### config.mk
export PLATFORM = sky130hd
export DESIGN_NAME = quoted_row_field_tokenizer_top_flat
export DESIGN_NICKNAME = d
export VERILOG_FILES = /design/src/sv/qrft_pkg.sv /design/src/sv/qrft_if.sv /design/src/sv/qrft_parse.sv /design/src/sv/qrft_rsp_fifo.sv /design/src/sv/quoted_row_field_tokenizer_top.sv /design/src/flat_wrapper.sv
export SDC_FILE = /design/constraint.sdc
export NUM_CORES = 1
export LEC_CHECK = 0
export BUFFER_PORTS_ARGS = -buffer_cell sky130_fd_sc_hd__clkbuf_2
export CORE_AREA = 2 2 153 110
export DETAILED_ROUTE_END_ITERATION = 10
export DIE_AREA = 0 0 155 112
export PLACE_DENSITY = 0.83
export SLEW_MARGIN = 0
export SYNTH_ARGS = -nofsm -noshare
export SYNTH_HDL_FRONTEND = slang
export SYNTH_HIERARCHICAL = 1
export SYNTH_SLANG_ARGS = --single-unit
### constraint.sdc
create_clock -name clock -period 7.6 [get_ports clock]
set_input_delay 0.76 -clock clock [delete_from_list [all_inputs] [get_ports clock]]
set_output_delay 0.76 -clock clock [all_outputs]
set_load 0.005 [all_outputs]
### src/sv/qrft_pkg.sv
`timescale 1ns / 1ps
`default_nettype none
// ----------------------------------------------------------------------------
// qrft_pkg
// Shared widths, field type codes and the response record of the quoted row
// field tokenizer.
// ----------------------------------------------------------------------------
package qrft_pkg;

   // row field limit; the field counter saturates one below it
   localparam int MAX_FIELDS  = 4096;
   localparam int FIELD_CNT_W = $clog2(MAX_FIELDS);
   localparam int CFG_W       = 12;
   localparam int CMP_W       = (FIELD_CNT_W > CFG_W) ? FIELD_CNT_W : CFG_W;

   localparam int BYTE_W  = 8;
   localparam int FTYPE_W = 3;

   // field type codes
   localparam logic [FTYPE_W-1:0] FT_STRING = 3'd0;
   localparam logic [FTYPE_W-1:0] FT_INT    = 3'd1;
   localparam logic [FTYPE_W-1:0] FT_FLOAT  = 3'd2;
   localparam logic [FTYPE_W-1:0] FT_TRUE   = 3'd3;
   localparam logic [FTYPE_W-1:0] FT_FALSE  = 3'd4;
   localparam logic [FTYPE_W-1:0] FT_NULL   = 3'd5;

   // response queue
   localparam int RQ_DEPTH = 4;
   localparam int RQ_PTR_W = $clog2(RQ_DEPTH);
   localparam int RQ_CNT_W = $clog2(RQ_DEPTH + 1);

   // one response item
   typedef struct packed {
      logic [BYTE_W-1:0]  out_byte;
      logic               out_valid;
      logic               field_end;
      logic [FTYPE_W-1:0] field_type;
      logic               row_end;
      logic               count_error;
      logic               last;
   } res_type;

   // responses produced by one request
   typedef struct packed {
      logic [1:0] cnt;
      res_type    r0;
      res_type    r1;
   } par_out_type;

endpackage : qrft_pkg
`default_nettype wire

### src/sv/qrft_if.sv
`timescale 1ns / 1ps
`default_nettype none
// ----------------------------------------------------------------------------
// qrft_req_if / qrft_rsp_if
// Valid/ready channels for row bytes in and tokenizer responses out.
// ----------------------------------------------------------------------------
interface qrft_req_if;
   import qrft_pkg::*;

   logic              valid;
   logic              ready;
   logic [BYTE_W-1:0] char_byte;
   logic              has_byte;
   logic              line_end;

   modport source (output valid, output char_byte, output has_byte, output line_end,
                   input ready);
   modport sink   (input valid, input char_byte, input has_byte, input line_end,
                   output ready);
endinterface : qrft_req_if

interface qrft_rsp_if;
   import qrft_pkg::*;

   logic               valid;
   logic               ready;
   logic [BYTE_W-1:0]  out_byte;
   logic               out_valid;
   logic               field_end;
   logic [FTYPE_W-1:0] field_type;
   logic               row_end;
   logic               count_error;
   logic               last;

   modport source (output valid, output out_byte, output out_valid, output field_end,
                   output field_type, output row_end, output count_error, output last,
                   input ready);
   modport sink   (input valid, input out_byte, input out_valid, input field_end,
                   input field_type, input row_end, input count_error, input last,
                   output ready);
endinterface : qrft_rsp_if
`default_nettype wire

### src/sv/qrft_parse.sv
`timescale 1ns / 1ps
`default_nettype none
// ----------------------------------------------------------------------------
// qrft_parse
// Parser state and the per-request decode: quoting, escapes, field typing,
// field count and the up to two responses one request produces.
// ----------------------------------------------------------------------------
module qrft_parse (
   input  wire logic                        clock,
   input  wire logic                        reset,
   input  wire logic                        fire,
   input  wire logic [qrft_pkg::BYTE_W-1:0] char_byte,
   input  wire logic                        has_byte,
   input  wire logic                        line_end,
   input  wire logic [qrft_pkg::CFG_W-1:0]  expected_fields,
   output qrft_pkg::par_out_type            par_out
);
   import qrft_pkg::*;

   // parser modes
   localparam logic [2:0] M_LINE_START  = 3'd0;
   localparam logic [2:0] M_FIELD_START = 3'd1;
   localparam logic [2:0] M_UNQUOTED    = 3'd2;
   localparam logic [2:0] M_QUOTED      = 3'd3;
   localparam logic [2:0] M_ESCAPE      = 3'd4;
   localparam logic [2:0] M_AFTER_CLOSE = 3'd5;
   localparam logic [2:0] M_ROW_DONE    = 3'd6;

   // literal match progress
   localparam logic [3:0] LIT_START = 4'd0;
   localparam logic [3:0] LIT_T     = 4'd1;
   localparam logic [3:0] LIT_TRUE  = 4'd4;
   localparam logic [3:0] LIT_F     = 4'd5;
   localparam logic [3:0] LIT_FALSE = 4'd9;
   localparam logic [3:0] LIT_N     = 4'd10;
   localparam logic [3:0] LIT_NULL  = 4'd13;
   localparam logic [3:0] LIT_DEAD  = 4'd15;

   // characters
   localparam logic [7:0] CH_SPACE = 8'h20;
   localparam logic [7:0] CH_QUOTE = 8'h22;
   localparam logic [7:0] CH_PLUS  = 8'h2B;
   localparam logic [7:0] CH_COMMA = 8'h2C;
   localparam logic [7:0] CH_MINUS = 8'h2D;
   localparam logic [7:0] CH_DOT   = 8'h2E;
   localparam logic [7:0] CH_0     = 8'h30;
   localparam logic [7:0] CH_9     = 8'h39;
   localparam logic [7:0] CH_BSL   = 8'h5C;
   localparam logic [7:0] CH_LF    = 8'h0A;
   localparam logic [7:0] CH_A     = 8'h61;
   localparam logic [7:0] CH_E     = 8'h65;
   localparam logic [7:0] CH_F     = 8'h66;
   localparam logic [7:0] CH_L     = 8'h6C;
   localparam logic [7:0] CH_N     = 8'h6E;
   localparam logic [7:0] CH_R     = 8'h72;
   localparam logic [7:0] CH_S     = 8'h73;
   localparam logic [7:0] CH_T     = 8'h74;
   localparam logic [7:0] CH_U     = 8'h75;
   localparam logic [7:0] CH_NONE  = 8'h00;

   localparam logic [4:0] DCOUNT_MAX = 5'd31;
   localparam logic [4:0] INT_DIGITS = 5'd18;
   localparam logic [FIELD_CNT_W-1:0] FIELDS_MAX = FIELD_CNT_W'(MAX_FIELDS - 1);

   // unquoted field classification state
   typedef struct packed {
      logic       nonzero;
      logic       digit;
      logic       dot;
      logic       num_ok;
      logic [3:0] lit;
      logic [4:0] dcount;
   } cls_type;

   localparam cls_type CLS_CLEAR = '{nonzero: 1'b0, digit: 1'b0, dot: 1'b0, num_ok: 1'b1,
                                    lit: LIT_START, dcount: 5'd0};

   // next byte expected by a partial literal match
   function automatic logic [7:0] lit_next(input logic [3:0] lit);
      logic [7:0] e;
      case (lit)
         4'd1:    e = CH_R;
         4'd2:    e = CH_U;
         4'd3:    e = CH_E;
         4'd5:    e = CH_A;
         4'd6:    e = CH_L;
         4'd7:    e = CH_S;
         4'd8:    e = CH_E;
         4'd10:   e = CH_U;
         4'd11:   e = CH_L;
         4'd12:   e = CH_L;
         default: e = CH_NONE;
      endcase
      return e;
   endfunction

   function automatic cls_type classify(input cls_type s, input logic [7:0] c);
      cls_type    t;
      logic [7:0] e;
      t = s;
      e = lit_next(s.lit);
      // number shape: a leading sign is allowed only as the first byte
      if (!s.nonzero && (c == CH_MINUS || c == CH_PLUS)) begin
         t.num_ok = s.num_ok;
      end else if (c >= CH_0 && c <= CH_9) begin
         t.digit = 1'b1;
         if (s.dcount != DCOUNT_MAX) t.dcount = s.dcount + 5'd1;
      end else if (c == CH_DOT && !s.dot) begin
         t.dot = 1'b1;
      end else begin
         t.num_ok = 1'b0;
      end
      // literal match
      if (s.lit == LIT_START) begin
         t.lit = (c == CH_T) ? LIT_T : (c == CH_F) ? LIT_F : (c == CH_N) ? LIT_N : LIT_DEAD;
      end else begin
         t.lit = (e != CH_NONE && c == e) ? s.lit + 4'd1 : LIT_DEAD;
      end
      t.nonzero = 1'b1;
      return t;
   endfunction

   function automatic logic [FTYPE_W-1:0] unq_type(input cls_type s);
      logic [FTYPE_W-1:0] ft;
      if (s.lit == LIT_TRUE)           ft = FT_TRUE;
      else if (s.lit == LIT_FALSE)     ft = FT_FALSE;
      else if (s.lit == LIT_NULL)      ft = FT_NULL;
      else if (s.num_ok && s.digit)    ft = (s.dot || s.dcount > INT_DIGITS) ? FT_FLOAT : FT_INT;
      else                             ft = FT_STRING;
      return ft;
   endfunction

   function automatic logic [FIELD_CNT_W-1:0] sat_inc(input logic [FIELD_CNT_W-1:0] f);
      return (f < FIELDS_MAX) ? f + FIELD_CNT_W'(1) : f;
   endfunction

   function automatic res_type mk_byte(input logic [7:0] b);
      res_type r;
      r = '0;
      r.out_byte  = b;
      r.out_valid = 1'b1;
      return r;
   endfunction

   function automatic logic can_merge(input res_type r);
      return r.out_valid && !r.field_end && !r.row_end;
   endfunction

   logic [2:0]             mode_ff, mode_in, mode1;
   logic [FIELD_CNT_W-1:0] fields_ff, fields_in, fields1, fields2;
   cls_type                cls_ff, cls_in, cls1;

   // byte step results
   logic [7:0]         b0, b1;
   logic [1:0]         nb;
   logic               a_has, a_fe, a_re, a_err;
   logic [FTYPE_W-1:0] a_type;
   // line end results
   logic               eb, m_has, m_fe, m_re, m_err;
   logic [FTYPE_W-1:0] m_type;

   logic [CMP_W-1:0] exp_cmp;
   assign exp_cmp = CMP_W'(expected_fields);

   // byte step
   always_comb begin
      mode1   = mode_ff;
      fields1 = fields_ff;
      cls1    = cls_ff;
      b0      = char_byte;
      b1      = char_byte;
      nb      = 2'd0;
      a_has   = 1'b0;
      a_fe    = 1'b0;
      a_re    = 1'b0;
      a_err   = 1'b0;
      a_type  = FT_STRING;
      if (has_byte) begin
         case (mode_ff)
            M_LINE_START, M_FIELD_START: begin
               if (mode_ff == M_LINE_START && char_byte == CH_SPACE) begin
                  mode1 = mode_ff;
               end else if (char_byte == CH_QUOTE) begin
                  mode1 = M_QUOTED;
               end else if (char_byte == CH_COMMA) begin
                  a_has   = 1'b1;
                  a_fe    = 1'b1;
                  a_type  = unq_type(cls_ff);
                  fields1 = sat_inc(fields_ff);
                  cls1    = CLS_CLEAR;
                  mode1   = M_FIELD_START;
               end else begin
                  cls1  = classify(cls_ff, char_byte);
                  nb    = 2'd1;
                  mode1 = M_UNQUOTED;
               end
            end
            M_UNQUOTED: begin
               if (char_byte == CH_COMMA) begin
                  a_has   = 1'b1;
                  a_fe    = 1'b1;
                  a_type  = unq_type(cls_ff);
                  fields1 = sat_inc(fields_ff);
                  cls1    = CLS_CLEAR;
                  mode1   = M_FIELD_START;
               end else begin
                  cls1 = classify(cls_ff, char_byte);
                  nb   = 2'd1;
               end
            end
            M_QUOTED: begin
               if (char_byte == CH_BSL) begin
                  mode1 = M_ESCAPE;
               end else if (char_byte == CH_QUOTE) begin
                  a_has   = 1'b1;
                  a_fe    = 1'b1;
                  a_type  = FT_STRING;
                  fields1 = sat_inc(fields_ff);
                  cls1    = CLS_CLEAR;
                  mode1   = M_AFTER_CLOSE;
               end else begin
                  nb = 2'd1;
               end
            end
            M_ESCAPE: begin
               nb    = 2'd1;
               mode1 = M_QUOTED;
               if (char_byte == CH_N) begin
                  b0 = CH_LF;
               end else if (char_byte != CH_BSL && char_byte != CH_QUOTE) begin
                  // unknown escape keeps the backslash
                  b0 = CH_BSL;
                  nb = 2'd2;
               end
            end
            M_AFTER_CLOSE: begin
               if (char_byte == CH_COMMA) begin
                  mode1 = M_FIELD_START;
               end else begin
                  a_has = 1'b1;
                  a_re  = 1'b1;
                  a_err = CMP_W'(fields_ff) != exp_cmp;
                  mode1 = M_ROW_DONE;
               end
            end
            default: begin
               mode1 = mode_ff;
            end
         endcase
      end
   end

   // line end step
   always_comb begin
      eb      = 1'b0;
      m_has   = 1'b0;
      m_fe    = 1'b0;
      m_re    = 1'b0;
      m_err   = 1'b0;
      m_type  = FT_STRING;
      fields2 = sat_inc(fields1);
      case (mode1)
         M_LINE_START, M_FIELD_START, M_UNQUOTED: begin
            m_has  = 1'b1;
            m_fe   = 1'b1;
            m_re   = 1'b1;
            m_type = unq_type(cls1);
            m_err  = CMP_W'(fields2) != exp_cmp;
         end
         M_QUOTED, M_ESCAPE: begin
            // dangling backslash at row end is kept
            eb    = (mode1 == M_ESCAPE);
            m_has = 1'b1;
            m_fe  = 1'b1;
            m_re  = 1'b1;
            m_err = CMP_W'(fields2) != exp_cmp;
         end
         M_AFTER_CLOSE: begin
            m_has = 1'b1;
            m_re  = 1'b1;
            m_err = CMP_W'(fields1) != exp_cmp;
         end
         default: begin
            m_has = 1'b0;
         end
      endcase
      if (!line_end) begin
         eb    = 1'b0;
         m_has = 1'b0;
      end
   end

   // response assembly; end marks fold into a preceding byte-only response
   always_comb begin
      res_type    lst [4];
      logic [1:0] n;
      logic [1:0] idx;
      for (int i = 0; i < 4; i++) lst[i] = '0;
      n   = 2'd0;
      idx = 2'd0;
      if (nb != 2'd0) begin
         lst[n] = mk_byte(b0);
         n      = n + 2'd1;
      end
      if (nb == 2'd2) begin
         lst[n] = mk_byte(b1);
         n      = n + 2'd1;
      end
      if (a_has) begin
         if (n != 2'd0 && can_merge(lst[n - 2'd1])) begin
            idx = n - 2'd1;
         end else begin
            idx = n;
            n   = n + 2'd1;
         end
         if (a_fe) begin
            lst[idx].field_end  = 1'b1;
            lst[idx].field_type = a_type;
         end
         if (a_re) begin
            lst[idx].row_end     = 1'b1;
            lst[idx].count_error = a_err;
         end
      end
      if (eb) begin
         lst[n] = mk_byte(CH_BSL);
         n      = n + 2'd1;
      end
      if (m_has) begin
         if (n != 2'd0 && can_merge(lst[n - 2'd1])) begin
            idx = n - 2'd1;
         end else begin
            idx = n;
            n   = n + 2'd1;
         end
         if (m_fe) begin
            lst[idx].field_end  = 1'b1;
            lst[idx].field_type = m_type;
         end
         lst[idx].row_end     = 1'b1;
         lst[idx].count_error = m_err;
      end
      if (n != 2'd0) lst[n - 2'd1].last = 1'b1;
      par_out.cnt = n;
      par_out.r0  = lst[0];
      par_out.r1  = lst[1];
   end

   // next state
   always_comb begin
      mode_in   = mode1;
      fields_in = fields1;
      cls_in    = cls1;
      if (line_end) begin
         mode_in   = M_LINE_START;
         fields_in = '0;
         cls_in    = CLS_CLEAR;
      end
   end

   // state registers
   always_ff @(posedge clock) begin
      if (reset) begin
         mode_ff   <= M_LINE_START;
         fields_ff <= '0;
         cls_ff    <= CLS_CLEAR;
      end else if (fire) begin
         mode_ff   <= mode_in;
         fields_ff <= fields_in;
         cls_ff    <= cls_in;
      end
   end

endmodule : qrft_parse
`default_nettype wire

### src/sv/qrft_rsp_fifo.sv
`timescale 1ns / 1ps
`default_nettype none
// ----------------------------------------------------------------------------
// qrft_rsp_fifo
// Small response queue: takes up to two responses a cycle, drives the
// response channel one per cycle while the channel is ready.
// ----------------------------------------------------------------------------
module qrft_rsp_fifo (
   input  wire logic                  clock,
   input  wire logic                  reset,
   input  wire logic                  push,
   input  qrft_pkg::par_out_type      par_out,
   output logic                       space_ok,
   qrft_rsp_if.source                 rsp_port
);
   import qrft_pkg::*;

   res_type              mem_ff [RQ_DEPTH];
   logic [RQ_PTR_W-1:0]  wr_ptr_ff, wr_ptr_in, rd_ptr_ff, rd_ptr_in;
   logic [RQ_CNT_W-1:0]  count_ff, count_in, count_left;
   logic [1:0]           push_cnt;
   logic                 pop;
   res_type              head;

   assign push_cnt = push ? par_out.cnt : 2'd0;
   assign pop      = rsp_port.valid && rsp_port.ready;

   // room for a full request after this cycle's pop
   assign count_left = count_ff - RQ_CNT_W'(pop);
   assign space_ok   = count_left <= RQ_CNT_W'(RQ_DEPTH - 2);

   // pointers and fill level
   assign wr_ptr_in = wr_ptr_ff + RQ_PTR_W'(push_cnt);
   assign rd_ptr_in = rd_ptr_ff + RQ_PTR_W'(pop);
   assign count_in  = count_left + RQ_CNT_W'(push_cnt);

   always_ff @(posedge clock) begin
      if (reset) begin
         wr_ptr_ff <= '0;
         rd_ptr_ff <= '0;
         count_ff  <= '0;
      end else begin
         wr_ptr_ff <= wr_ptr_in;
         rd_ptr_ff <= rd_ptr_in;
         count_ff  <= count_in;
      end
   end

   // storage writes
   always_ff @(posedge clock) begin
      if (push_cnt != 2'd0) mem_ff[wr_ptr_ff] <= par_out.r0;
      if (push_cnt == 2'd2) mem_ff[wr_ptr_ff + RQ_PTR_W'(1)] <= par_out.r1;
   end

   // head of queue to the channel
   assign head                 = mem_ff[rd_ptr_ff];
   assign rsp_port.valid       = count_ff != '0;
   assign rsp_port.out_byte    = head.out_byte;
   assign rsp_port.out_valid   = head.out_valid;
   assign rsp_port.field_end   = head.field_end;
   assign rsp_port.field_type  = head.field_type;
   assign rsp_port.row_end     = head.row_end;
   assign rsp_port.count_error = head.count_error;
   assign rsp_port.last        = head.last;

endmodule : qrft_rsp_fifo
`default_nettype wire

### src/sv/quoted_row_field_tokenizer_top.sv
`timescale 1ns / 1ps
`default_nettype none
// ----------------------------------------------------------------------------
// quoted_row_field_tokenizer_top
// Splits a table row into fields, decodes quoted escapes and types each
// unquoted field; flags rows whose field count is off.
// ----------------------------------------------------------------------------
// A request carries one row byte and/or a row end. It is captured in an input
// register and decoded from there against the parser state, producing zero,
// one or two responses into a four-entry response queue. One request is taken
// every cycle while the queue has room for two responses after this cycle's
// drain, so the sustained rate is one request per cycle when each request
// makes at most one response and the response channel is ready; the channel
// moves one response per cycle while ready is high, which bounds rows with
// many two-response requests (unknown escapes, and a closing quote or a comma
// that comes with the row end). expected_fields is written through
// csr_wr_en/csr_wr_data and resets to 1; write it only while the block is idle.
// ----------------------------------------------------------------------------
module quoted_row_field_tokenizer_top (
   input  wire logic                       clock,
   input  wire logic                       reset,
   qrft_req_if.sink                        req_port,
   qrft_rsp_if.source                      rsp_port,
   input  wire logic                       csr_wr_en,
   input  wire logic [qrft_pkg::CFG_W-1:0] csr_wr_data
);
   import qrft_pkg::*;

   logic [CFG_W-1:0]  exp_fields_ff;
   logic              in_vld_ff, in_vld_in;
   logic [BYTE_W-1:0] char_ff;
   logic              has_byte_ff, line_end_ff;
   logic              fire, space_ok, req_take;
   par_out_type       par_out;

   // expected field count register
   always_ff @(posedge clock) begin
      if (reset) begin
         exp_fields_ff <= CFG_W'(1);
      end else if (csr_wr_en) begin
         exp_fields_ff <= csr_wr_data;
      end
   end

   // input register
   assign fire           = in_vld_ff && space_ok;
   assign req_port.ready = !in_vld_ff || fire;
   assign req_take       = req_port.valid && req_port.ready;
   assign in_vld_in      = req_take ? 1'b1 : (fire ? 1'b0 : in_vld_ff);

   always_ff @(posedge clock) begin
      if (reset) begin
         in_vld_ff <= 1'b0;
      end else begin
         in_vld_ff <= in_vld_in;
      end
   end

   always_ff @(posedge clock) begin
      if (req_take) begin
         char_ff     <= req_port.char_byte;
         has_byte_ff <= req_port.has_byte;
         line_end_ff <= req_port.line_end;
      end
   end

   // decode
   qrft_parse u_parse (
      .clock           (clock),
      .reset           (reset),
      .fire            (fire),
      .char_byte       (char_ff),
      .has_byte        (has_byte_ff),
      .line_end        (line_end_ff),
      .expected_fields (exp_fields_ff),
      .par_out         (par_out)
   );

   // response queue
   qrft_rsp_fifo u_rsp_fifo (
      .clock    (clock),
      .reset    (reset),
      .push     (fire),
      .par_out  (par_out),
      .space_ok (space_ok),
      .rsp_port (rsp_port)
   );

   // a count error is only reported with a row end
   a_err_with_row: assert property (@(posedge clock) disable iff (reset)
      rsp_port.valid && rsp_port.count_error |-> rsp_port.row_end)
      else $error("count error without row end");

   // a non-string type is only reported with a field end
   a_type_with_end: assert property (@(posedge clock) disable iff (reset)
      rsp_port.valid && rsp_port.field_type != FT_STRING |-> rsp_port.field_end)
      else $error("field type without field end");

   // a row end in the first response of a request is marked last
   a_row_last: assert property (@(posedge clock) disable iff (reset)
      fire && par_out.cnt != 2'd0 && par_out.r0.row_end |-> par_out.r0.last)
      else $error("row end response not last");

   // the block is ready right after reset
   a_ready_after_reset: assert property (@(posedge clock)
      $fell(reset) |-> req_port.ready)
      else $error("not ready after reset");

endmodule : quoted_row_field_tokenizer_top
`default_nettype wire
### src/flat_wrapper.sv
// flat-port wrapper written by rule: the top's interface ports become plain ports
module quoted_row_field_tokenizer_top_flat import qrft_pkg::*;
  (clock, reset, csr_wr_en, csr_wr_data, req_port_valid, req_port_char_byte, req_port_has_byte, req_port_line_end, req_port_ready, rsp_port_valid, rsp_port_out_byte, rsp_port_out_valid, rsp_port_field_end, rsp_port_field_type, rsp_port_row_end, rsp_port_count_error, rsp_port_last, rsp_port_ready);
  qrft_req_if req_port_i ();
  qrft_rsp_if rsp_port_i ();
  input  wire logic clock;
  input  wire logic reset;
  input  wire logic csr_wr_en;
  input  wire logic [qrft_pkg::CFG_W-1:0] csr_wr_data;
  input wire logic [$bits(req_port_i.valid)-1:0] req_port_valid;
  input wire logic [$bits(req_port_i.char_byte)-1:0] req_port_char_byte;
  input wire logic [$bits(req_port_i.has_byte)-1:0] req_port_has_byte;
  input wire logic [$bits(req_port_i.line_end)-1:0] req_port_line_end;
  output wire logic [$bits(req_port_i.ready)-1:0] req_port_ready;
  output wire logic [$bits(rsp_port_i.valid)-1:0] rsp_port_valid;
  output wire logic [$bits(rsp_port_i.out_byte)-1:0] rsp_port_out_byte;
  output wire logic [$bits(rsp_port_i.out_valid)-1:0] rsp_port_out_valid;
  output wire logic [$bits(rsp_port_i.field_end)-1:0] rsp_port_field_end;
  output wire logic [$bits(rsp_port_i.field_type)-1:0] rsp_port_field_type;
  output wire logic [$bits(rsp_port_i.row_end)-1:0] rsp_port_row_end;
  output wire logic [$bits(rsp_port_i.count_error)-1:0] rsp_port_count_error;
  output wire logic [$bits(rsp_port_i.last)-1:0] rsp_port_last;
  input wire logic [$bits(rsp_port_i.ready)-1:0] rsp_port_ready;
  assign req_port_i.valid = req_port_valid;
  assign req_port_i.char_byte = req_port_char_byte;
  assign req_port_i.has_byte = req_port_has_byte;
  assign req_port_i.line_end = req_port_line_end;
  assign req_port_ready = req_port_i.ready;
  assign rsp_port_valid = rsp_port_i.valid;
  assign rsp_port_out_byte = rsp_port_i.out_byte;
  assign rsp_port_out_valid = rsp_port_i.out_valid;
  assign rsp_port_field_end = rsp_port_i.field_end;
  assign rsp_port_field_type = rsp_port_i.field_type;
  assign rsp_port_row_end = rsp_port_i.row_end;
  assign rsp_port_count_error = rsp_port_i.count_error;
  assign rsp_port_last = rsp_port_i.last;
  assign rsp_port_i.ready = rsp_port_ready;
  quoted_row_field_tokenizer_top u_core (.clock(clock), .reset(reset), .req_port(req_port_i), .rsp_port(rsp_port_i), .csr_wr_en(csr_wr_en), .csr_wr_data(csr_wr_data));
endmodule
Word-level counts from Yosys, hierarchy flattened. Memories as Yosys holds them, arrays and structs flattened. A register that Yosys moved wholly into a read port is not among the register bits. Index checks and enable logic that the tools add are counted.

Flip-flop bits (word level): 58. Latch bits: 0. RAM bits: 64. Bits in read-only memories: 224. Input port bits: 27. Output and inout bits: 18. Memories: 3.

Memories: (no name shown) (depth 16, bits a word 7, read ports 1, clocked after Yosys merged registers in 1, write ports 0, line qrft_parse.sv:81) `case (lit)`; (no name shown) (depth 16, bits a word 7, read ports 1, clocked after Yosys merged registers in 1, write ports 0, line qrft_parse.sv:81); u_core.u_rsp_fifo.mem_ff (depth 4, bits a word 16, read ports 1, clocked after Yosys merged registers in 1, write ports 2, line qrft_rsp_fifo.sv:18) `res_type mem_ff [RQ_DEPTH];`.

Add/sub/neg operators: 16. $mul: 0. Div/mod/pow operators: 0. $lt $le $gt $ge: 19. Equal/unequal tests: 40. Shift operators: 0. Multiplexer cells: 175. Bitwise gates (word level): 10. Reduce and logical (&&, ||, !) cells: 54.

Operators by type and width (number): $bwmux 64 (10); $mux 64 (10); $demux 16 s2 (11); $mux 8 (16); $mux 12 (9); $mux 13 (8); $bmux 16 s2 (2); $mux 3 (21); $mux 2 (25); $eq 8x6->1 const B (6); $mux 16 (3); $and 44x44->44 (1); $not 44->44 (1); $mux 4 (10); $pmux 13 s3 (1); $ne 12x12->1 (3); $pmux 12 s3 (1); $mux 1 (35); $eq 8x7->1 const B (4); $add 12x1->12 const B (2); $lt 12x12->1 const B (2); $logic_and 1x1->1 (23); $ge 3x3->1 const B (7); $not 2->3 (7); other kinds (47) (96).

Depth between registers and ports, before layout. Gate-level depths: netlist (run 1).

Depth in word-level cells: 62. Depth in mapped cells: 25. Depth with buffers taken out: 23.

Cells and area by module. Netlist (run 1), hierarchy kept.

By module, submodules not included: qrft_parse (times used 1, cells an instance 599, area each 4290.4 µm², sequential area each 680.7 µm²); qrft_rsp_fifo (times used 1, cells an instance 208, area each 3583.4 µm², sequential area each 2062.0 µm²); quoted_row_field_tokenizer_top (times used 1, cells an instance 54, area each 772.0 µm², sequential area each 560.5 µm²).

Worst setup path before layout (run 1). Ideal clock, no wire load.

Path type: reg-to-reg. Start point: register u_core.char_ff[0]. End point: memory u_core/u_rsp_fifo/mem_ff[1][0] (netlist bit), enable pin. Library setup time: 0.388 ns. Data arrival time: 4.968 ns. Data required time: 7.212 ns. Slack: 2.244 ns. Cell stages (with the launch flop): 23. Buffers on the path: 2. Path through: edfxtp_1 > clkbuf_1 > and4bb_1 > nand4b_1 > nand2_1 > nor2_1 > nand2_1 > inv_1 > clkbuf_1 > nor2_1 > ha_1 > a21boi_1 > o21ai_0 > inv_1 > ha_1 > nand2b_1 > a21oi_1 > nor2b_1 > xor2_1 > inv_1 > mux2_2 > nand2_1 > nor2_1.

RTL lines: start: declaration (line quoted_row_field_tokenizer_top.sv:31) `logic [BYTE_W-1:0] char_ff;`; start signal: assignment (line quoted_row_field_tokenizer_top.sv:61) `char_ff <= req_port.char_byte;`; end: declaration (line qrft_rsp_fifo.sv:18).

==> summary.txt, run 1 <==
Setup path
  • RR Endpoint: u_core/u_rsp_fifo/mem_ff[0][0]
  • Critical Path Source: u_core/char_ff[1]
  • Slowest stage delay, CP: 0.82 ns
  • CP max-delay cell: nor2_2
  • Reg2reg start: u_core/char_ff[1]
  • CP Cell Sequence: and4bb_1 > nand4b_1 > nand2_1 > nor2_1 > nand2_1 > inv_1 > nor2_1 > ha_1 > a21boi_1 > o21ai_0 > inv_1 > ha_1 > nand2b_1 > a21oi_1 > nor2b_1 > xor2_1 > inv_1 > nand3b_4 > nor2_2 > mux2_2
  • WS Path Type: reg -> reg
  • Crit-path max FO: 17
  • R2R depth: 20
  • CP required: 7.77 ns
  • Crit. End Element: flip-flop
  • CP Launch Type: flip-flop
  • CP Capture Point: u_core/u_rsp_fifo/mem_ff[0][0]
  • Worst EP arrival: 7.21 ns
  • R2R Setup Slk: 0.57 ns
  • Crit path top cell by count: inv_1

Layout
  • Fill cell count: 1,263
  • Layout net count: 927
  • Synth-to-Final Area Change: 9.20%
  • Final Instance Area: 9440 um^2
  • Layout cells sized above 1: 23.3%
  • Util after Layout: 59.2%
  • Antenna diode count: 0

STA
  • RSZ-0062 raised after global routing: false
  • FMAX: 142 MHz
  • Setup-failing EPs final: 0
  • Total negative slack: 0 ns
  • Final period util: 92.6%
  • Slew @ Worst Pin: 1.03 ns
  • Max Slew Vio Count: 0
  • Slew Limit Headroom: 30.1%
  • Tmin final: 7.03 ns
  • Layout Skew: 0.00858 ns
  • Final Hold Fails: 0
  • Fin worst setup slack: 0.566 ns

Die
  • Die width: 155 um
  • Die area: 17,400 um^2
  • I/O pin count: 45
  • Initial core utilization: 54.2%
  • Rows: 39
  • Die H: 112 um
  • Core ar.: 16,000 um^2

Synth
  • Simple-gate share of the synthesized area: 19.2%
  • Synth Area in XOR/XNOR: 4.46%
  • EDFF count, synth: 74
  • Ys Warns: 6
  • Synth Cell Area: 8650 um^2
  • Seq/Total Area, Yosys: 38.2%
  • Average size of a mapped cell: 10.0 um^2
  • Post-synthesis cell count: 861
  • Seq cells post-synth: 128
  • Post-synthesis cell type count: 101
  • Synth Flop Type: edfxtp_1
  • Multiplexer share of the synthesized area: 16.3%
  • Async SR Flop Fraction: 0%
  • Post-synthesis adder-cell area fraction: 2.98%
  • Largest family of logic cells by synthesized area: simple AND/OR/NAND/NOR gates
  • Synth Net Count: 908
  • Synth Area in Compound Gates: 14.5%

Clocking
  • Clock Sink Count: 128
  • Post-CTS Repair Setup Buffers: 0
  • Clk root buf: clkbuf_16
  • H-tree depth: 4
  • Clock transition at path regs: 0.06 ns
  • Cts repair resizes: 0
  • Clock Tree Buf Depth: 2
  • CTS tree: yes
  • Skew-Pair Late Insertion Delay: 0.43 ns
  • CTS Buf Count: 17
  • CTS Hold Bufs: 0

Routing
  • Final wirelength: 22,400 um
  • Antenna-violating nets left: 0
  • Detailed router's first-iteration violation count: 1,068
  • Routed WL per cell: 20.4 um
  • DRC: 0
  • Vias: 7,049
  • DRT Pass-1 Iters: 6
  • Via density: 6.42

Global routing
  • Vias in the first global route: 6,715
  • Global-route wire length before repair: 35,800 um
  • Total GRT Usage: 26.5%
  • Initial antenna violation count: 0
  • Grt ovf: 0
  • Largest net degree at the start of global routing: 56

Outcome
  • Outcome: finished clean

Pwr
  • Max VDD drop: 186 uV
  • Cell leakage power: 3.45 nW
  • Total power: 2.18 mW
  • Power Density: 231 nW/um^2

Placement
  • Port bufs: 44
  • Placed cell areas: 8880 um^2
  • Dpl hpwl: 15,500 um
  • Place WS: 0.989 ns
  • Gpl congestion: 0.988

Run
  • Max-cap violations: 0

Worst hold path
  • Tightest Hold Check Type: reg -> reg
==> routing by layer <==
metal / track usage [%] / routed length (um) / vias up / part of all wire (%)
met5: 0 / 0 / - / 0
met4: 8.21 / 343 / 0 / 1.5
met3: 9.34 / 2440 / 36 / 11
met2: 37.9 / 9590 / 377 / 43
met1: 37.6 / 10100 / 3377 / 45
li1: - / - / 3259 / -
==> worst min-delay path by stage <==
| stage | slack (ns) | endpoint | cells after the start | startpoint |
|---|---|---|---|---|
| 2_1_floorplan | 0.45 | u_core/u_parse/cls_ff[12] | 2 | u_core/u_parse/cls_ff[12] |
| 3_3_place_gp | 0.47 | u_core/u_parse/cls_ff[12] | 2 | u_core/u_parse/cls_ff[12] |
| 3_5_place_dp | 0.48 | u_core/u_parse/cls_ff[12] | 2 | u_core/u_parse/cls_ff[12] |
| 4_1_cts | 0.50 | u_core/has_byte_ff | 1 | req_port_has_byte |
| 5_1_grt | 0.50 | u_core/char_ff[0] | 1 | req_port_char_byte[0] |
| 6_report | 0.51 | u_core/u_parse/cls_ff[12] | 2 | u_core/u_parse/cls_ff[12] |
==> power breakdown <==
group	switching (mW)	internal, mW	total [mW]
Combinational	0.295	0.240	0.535
Sequential	0.0612	0.807	0.868
Clock	0.328	0.453	0.781
Total	0.684	1.50	2.18
==> layout by cell type, fill, tap and decap left out, types with 5 or more instances in the layout <==
cell type  count
a21o_1         6
a21oi_1       30
a22oi_1       21
a311oi_1       5
a31oi_1        7
and2_1        14
and2_2         5
and3_2         5
buf_4          5
clkbuf_16     17
clkbuf_2      44
dfxtp_1       54
edfxtp_1      74
ha_1          19
inv_1         25
mux2_2        59
mux2_4        10
mux2i_1       23
mux4_2        16
nand2_1       44
nand2b_1      14
nand3_1       25
nand4_1        9
nor2_1        99
nor2b_1       17
nor3_1        14
nor4_1         9
o21ai_0       39
o22ai_1       10
o31ai_1        8
or2_2          5
or3_1          7
xnor2_1       28
xor2_1        16
==> logic make-up (layout without fill, tap and decap cells) <==
kind of cell / after synthesis / after routing
muxes: 108 / 108
xor gates and xnor gates: 44 / 44
buffers and inverters: 74 / 106
DFF: 128 / 128
adders and majority gates: 20 / 20
and+or+nand+nor: 306 / 306
AOI/OAI and AO/OA: 181 / 181
==> flip-flops by register name (all words and copies together), names as in the netlist, 3 cells and up, named ones only <==
signal and flops:
u_core/char_ff 8, u_core/exp_fields_ff 12, u_core/u_parse/cls_ff 13, u_core/u_parse/fields_ff 12, u_core/u_parse/mode_ff 3, u_core/u_rsp_fifo/count_ff 3
u_core/u_rsp_fifo/mem_ff 64
==> critical path, delay by kind of cell, from the launching register on <==
| kind | cells | cell delay [ns] |
|---|---|---|
| xor+xnor | 1 | 0.28 |
| mux | 1 | 0.43 |
| simple gates | 10 | 3.02 |
| fa+ha+maj | 2 | 0.59 |
| flops | 1 | 0.80 |
| compound gates | 3 | 0.97 |
| buf+inv | 3 | 0.65 |
==> cell usage after synthesis, types with 5 or more instances <==
cell type  count  area (um^2)
o31ai_1        8         60.1
nor3_1        14         70.1
a22oi_1       21          158
nor4_1         9         56.3
nand3_1       25          125
nor2_1        99          372
o22ai_1       10         62.6
xnor2_1       28          245
nand4_1        9         56.3
and3_2         5         37.5
mux2_4        10          150
a21o_1         6         45.0
nor2b_1       17          106
and2_1        14         87.6
mux2_2        59          664
ha_1          19          238
or3_1          7         43.8
nand2b_1      14         87.6
nand2_1       44          165
inv_1         25         93.8
mux4_2        16          360
clkbuf_1      25         93.8
mux2i_1       23          230
a21oi_1       30          150
a31oi_1        7         43.8
edfxtp_1      74         2220
buf_2         12         60.1
dfxtp_1       54         1080
and2_2         5         37.5
buf_6          6         67.6
xor2_1        16          140
or2_2          5         31.3
a311oi_1       5         43.8
o21ai_0       39          195
==> metrics by stage <==
stage	cells	hold WS [ns]
floorplan	861	0.449
global placement	1066	0.466
detailed placement	1066	0.484
CTS	1098	0.498
global route	1098	0.498
finish	1098	0.505
==> final cells by class <==
| class | count | area, um^2 | area share, % |
|---|---|---|---|
| sequential | 128 | 3300 | 35.0 |
| inverter | 25 | 93.8 | 0.994 |
| multi-input combinational | 659 | 4970 | 52.6 |
| clock inverter | 15 | 139 | 1.47 |
| clock buffer | 17 | 425 | 4.51 |
| timing repair buffer | 49 | 258 | 2.73 |
| tap | 205 | 256 | 2.72 |
(Power assumes the default switching activity.)
==> inputs of run 2 (changes only) <==
RECOVER_POWER = 50   (was not set)
==> run 2 against run 1 <==
Compared with the run above:
- the run now ends with capacitance limit, slew limit left
- critical path depth unchanged
- largest cell class unchanged
- critical endpoint unchanged
- utilization decreased by 0.22 points
- cell count is the same
==> summary.txt, run 2 (same netlist as run 1, synthesis figures left out) <==
Setup path
  • Slowest stage delay, CP: 0.82 ns
  • CP max-delay cell: nor2_2
  • Crit-path max FO: 17
  • CP Launch Type: flip-flop
  • WS Path Type: reg -> reg
  • CP required: 7.77 ns
  • R2R Setup Slk: 0.60 ns
  • Crit. End Element: flip-flop
  • CP Cell Sequence: and4bb_1 > nand4b_1 > nand2_1 > nor2_1 > nand2_1 > inv_1 > nor2_1 > ha_1 > a21boi_1 > o21ai_0 > inv_1 > ha_1 > nand2b_1 > a21oi_1 > nor2b_1 > xor2_1 > inv_1 > nand3b_4 > nor2_2 > mux2_2
  • Worst EP arrival: 7.18 ns
  • Crit path top cell by count: inv_1

STA
  • FMAX: 143 MHz
  • Slew Limit Headroom: -65.9%
  • Final period util: 92.2%
  • Final Hold Fails: 0
  • Tmin final: 7.00 ns
  • Layout Skew: 0.00800 ns
  • Total negative slack: 0 ns
  • Hold Slack: 0.503 ns
  • Max Slew Vio Count: 56
  • Setup-failing EPs final: 0
  • RSZ-0062 raised after global routing: false
  • Slew @ Worst Pin: 2.49 ns

Layout
  • Biggest register: u_core/u_rsp_fifo/mem_ff
  • Antenna diode count: 0
  • FF/Latch Area: 3300 um^2
  • Most frequent cells in the layout: nor2_1, edfxtp_1, mux2_2
  • Synth-to-Final Area Change: 8.80%
  • Util after Layout: 59.0%
  • Layout net count: 927
  • Biggest regs: u_core/u_rsp_fifo/mem_ff (64), u_core/u_parse/cls_ff (13)
  • Area of the multi-input gates: 4960 um^2
  • Layout cells sized above 1: 20.9%
  • Fill cell count: 1,277
  • Non-Filler Instances: 1,098
  • Max reg flops: 64
  • Commonest non-fill, non-tap cell in the layout: nor2_1

Routing
  • Antenna-violating nets left: 0
  • Vias: 7,113
  • DRC: 0
  • DRT Pass-1 Iters: 6
  • Routed WL per cell: 20.4 um
  • Via density: 6.48
  • Detailed router's first-iteration violation count: 1,060
  • Final wirelength: 22,400 um

Clocking
  • CTS Hold Bufs: 0
  • Skew-Pair Late Insertion Delay: 0.43 ns
  • Clock Tree Buf Depth: 2
  • CTS Buf Count: 17
  • Clock transition at path regs: 0.06 ns
  • Clk root buf: clkbuf_16
  • Clock Sink Count: 128
  • CTS tree: yes
  • Post-CTS Repair Setup Buffers: 0
  • Cts repair resizes: 0
  • H-tree depth: 4

Outcome
  • Violated checks: capacitance limit, slew limit
  • Outcome: finished with violations

Global routing
  • Vias in the first global route: 6,715
  • Global-route wire length before repair: 35,800 um
  • Grt ovf: 0
  • Largest net degree at the start of global routing: 56
  • Total GRT Usage: 26.5%
  • Initial antenna violation count: 0

Placement
  • Dpl hpwl: 15,500 um
  • Port bufs: 44
  • Placed insts: 1,066
  • Gpl congestion: 0.988

Pwr
  • Power Density: 231 nW/um^2
  • Max VDD drop: 188 uV
  • Total power: 2.17 mW
  • Cell leakage power: 3.39 nW

Die
  • Die area: 17,400 um^2
  • Core ar.: 16,000 um^2
  • Initial core utilization: 54.2%
  • Die width: 155 um
  • Rows: 39
  • Die H: 112 um
  • I/O pin count: 45

Run
  • Max-cap violations: 1

Worst hold path
  • Tightest Hold Check Type: reg -> reg
-- run 2: changes by cell type in the layout (fill, tap and decap cells not counted), sizes merged --
cell / before / now
buf: 5 / 2
clkbuf: 61 / 64
-- run 2: worst paths after layout --
kind                                     to  cells past startpoint                 startpoint
max          u_core/u_rsp_fifo/mem_ff[0][0]                     20          u_core/char_ff[1]
min reg2reg       u_core/u_parse/cls_ff[12]                      2  u_core/u_parse/cls_ff[12]
min               u_core/u_parse/cls_ff[12]                      2  u_core/u_parse/cls_ff[12]
max reg2reg  u_core/u_rsp_fifo/mem_ff[0][0]                     20          u_core/char_ff[1]
-- run 2: area by class of cell --
class / count / share of cell area (%)
Clock inverter: 15 / 1.48
Inverter: 25 / 0.998
Multi-Input combinational cell: 659 / 52.8
Clock buffer: 17 / 4.52
Timing Repair Buffer: 49 / 2.39
Tap cell: 205 / 2.73
Sequential cell: 128 / 35.1
-- run 2: worst max-delay path, delay by kind of cell, from the launching register on --
family / cells / cell delay [ns]
XOR/XNOR: 1 / 0.29
adder cells (fa/ha/maj): 2 / 0.60
AND/OR/NAND/NOR: 10 / 3.00
buffers and inverters: 3 / 0.65
AO/OA/AOI/OAI: 3 / 0.99
flip-flops: 1 / 0.80
multiplexers: 1 / 0.43
-- run 2: report_power, final --
part / leakage [nW] / switching, mW / internal (mW)
sequential: 1.13 / 0.0608 / 0.807
clock: 0.268 / 0.328 / 0.452
combinational: 2.00 / 0.295 / 0.229
-- run 2: layer usage --
metal / up-vias / wire length (um) / track usage, %
met4: 0 / 380 / 8.21
met3: 38 / 2650 / 9.34
met2: 415 / 9550 / 37.9
met1: 3401 / 9840 / 37.6
met5: - / 0 / 0
li1: 3259 / - / -
-- run 2: stage by stage --
| stage | cell area, um^2 | worst slack, ns |
|---|---|---|
| floorplan | 8650 | 2.24 |
| global placement | 8880 | 1.22 |
| detailed placement | 8880 | 0.989 |
| CTS | 9440 | 0.864 |
| global route | 9410 | 0.312 |
| finish | 9410 | 0.596 |
==> inputs of run 3 (changes only) <==
clock period = 7 ns   (was 7.6 ns; I/O delays follow)
==> run 3 against run 2 <==
Compared with the run above:
- the run still ends with capacitance limit, slew limit left
- clock-buffer cell count unchanged
- utilization up 0.53 points
- critical endpoint is now u_core/u_rsp_fifo/mem_ff[1][8]
- sequential power up 7.8%
- clock skew up 0.0045 ns
- clock power up 20%
- register-to-register slack worse by 0.04 ns
- largest cell class unchanged
- die area unchanged
- fmax up 8.7%
- highest routed layer unchanged
- via count down 1.7%
- worst hold slack worse by 0.063 ns
==> summary.txt, run 3 (same netlist as run 1, synthesis figures left out) <==
Setup path
  • Stages on worst setup path: 20
  • WS Path Type: reg -> reg
  • Crit. End Element: flip-flop
  • Crit path buffers/inverters: 3
  • Crit path top cell by count: inv_1
  • CP Cell Sequence: and4bb_1 > nand4b_1 > nand2_1 > nor2_1 > nand2_1 > inv_1 > nor2_1 > ha_1 > a21boi_1 > o21ai_0 > inv_1 > ha_1 > nand2b_1 > a21oi_1 > nor2b_1 > xor2_1 > inv_1 > nand3b_4 > or3_1 > mux2_4
  • Crit-path max FO: 17
  • CP Launch Type: flip-flop
  • CP delay by family, top: simple AND/OR/NAND/NOR gates
  • R2R depth: 20
  • Slowest stage delay, CP: 0.75 ns
  • CP required: 7.17 ns
  • Worst EP arrival: 6.62 ns
  • CP max-delay cell: or3_1

STA
  • Tmin final: 6.44 ns
  • Max Slew Vio Count: 56
  • Slew Limit Headroom: -64.3%
  • Slew @ Worst Pin: 2.46 ns
  • Final Hold Fails: 0
  • RSZ-0062 raised after global routing: false
  • Final period util: 92.0%
  • Setup-failing EPs final: 0
  • Hold Slack: 0.440 ns
  • FMAX: 155 MHz
  • Total negative slack: 0 ns
  • Layout Skew: 0.0125 ns

Global routing
  • Largest net degree at the start of global routing: 56
  • Grt ovf: 0
  • Global-route wire length before repair: 34,900 um
  • Total GRT Usage: 25.7%
  • Vias in the first global route: 6,537
  • Initial antenna violation count: 0

Clocking
  • H-tree depth: 4
  • Clk root buf: clkbuf_16
  • Skew-Pair Late Insertion Delay: 0.43 ns
  • Clock transition at path regs: 0.06 ns
  • Post-CTS Repair Setup Buffers: 0
  • Clock Tree Buf Depth: 2
  • CTS Buf Count: 17
  • Cts repair resizes: 0
  • CTS Hold Bufs: 0
  • CTS tree: yes
  • Clock Sink Count: 128

Routing
  • DRT Pass-1 Iters: 5
  • Antenna-violating nets left: 0
  • DR WL met3: 2120 um
  • Final wirelength: 21,800 um
  • Vias: 6,989
  • DRC: 0
  • Met2 wire len: 9020 um
  • Via density: 6.35
  • Detailed router's first-iteration violation count: 875
  • Met1 WL: 10,300 um
  • DR top layer: met4
  • Routed WL per cell: 19.8 um

Layout
  • Layout cells sized above 1: 21.3%
  • Most frequent cells in the layout: nor2_1, edfxtp_1, mux2_2
  • FF/Latch Area: 3300 um^2
  • Biggest register: u_core/u_rsp_fifo/mem_ff
  • Area of the multi-input gates: 4960 um^2
  • Fill cell count: 1,310
  • Antenna diode count: 0
  • Commonest non-fill, non-tap cell in the layout: nor2_1
  • Layout net count: 930
  • Biggest regs: u_core/u_rsp_fifo/mem_ff (64), u_core/u_parse/cls_ff (13)
  • Max reg flops: 64
  • Synth-to-Final Area Change: 9.78%

Run
  • Max-cap violations: 1

Pwr
  • Power Density: 257 nW/um^2
  • Cell leakage power: 3.45 nW
  • Max VDD drop: 197 uV

Outcome
  • Outcome: finished with violations
  • Violated checks: capacitance limit, slew limit

Die
  • Die width: 155 um
  • Die area: 17,400 um^2
  • Initial core utilization: 54.2%
  • Core ar.: 16,000 um^2
  • Rows: 39
  • I/O pin count: 45
  • Die H: 112 um

Placement
  • Dpl hpwl: 15,300 um
  • Port bufs: 44
  • Gpl congestion: 0.967

Worst hold path
  • Hold Path Depth: 1
  • Tightest Hold Check Type: in -> reg
## run 3: power breakdown
| group | total [mW] | switching, mW | internal, mW |
|---|---|---|---|
| Sequential | 0.936 | 0.0592 | 0.876 |
| Combinational | 0.569 | 0.319 | 0.250 |
| Clock | 0.936 | 0.364 | 0.572 |
| Total | 2.44 | 0.742 | 1.70 |
## run 3: area by class of cell
class	count	share of cell area (%)
multi-input combinational	659	52.3
sequential	128	34.8
clock buffer	17	4.48
tap	205	2.70
timing repair buffer	52	2.65
clock inverter	15	2.08
inverter	25	0.989
## run 3: path summary, 6_finish.rpt
path | from | end | slack, ns
worst max register to register | u_core/char_ff[1] | u_core/u_rsp_fifo/mem_ff[1][8] | 0.56
worst min register to register | u_core/u_parse/cls_ff[12] | u_core/u_parse/cls_ff[12] | 0.50
worst min-delay path | req_port_char_byte[7] | u_core/char_ff[7] | 0.44
worst max-delay path | u_core/char_ff[1] | u_core/u_rsp_fifo/mem_ff[1][8] | 0.56
## run 3: routing by layer
metal / vias to the layer above / track usage [%]
li1: 3273 / -
met5: - / 0
met1: 3334 / 38.4
met3: 30 / 7.24
met2: 352 / 36.4
met4: 0 / 7.16
## run 3: through the flow
step                      setup slack (ns)  util, %  cells  area, um^2  power [mW]
final                                0.557     59.5   1101        9490        2.44
after global routing                 0.146     59.5   1101        9490        2.55
after CTS                            0.754     59.7   1101        9520        2.46
after detailed placement             0.779     55.8   1069        8900        1.52
after global placement               0.945     55.8   1069        8900        1.50
after floorplan                       1.64        -    861        8650        1.35
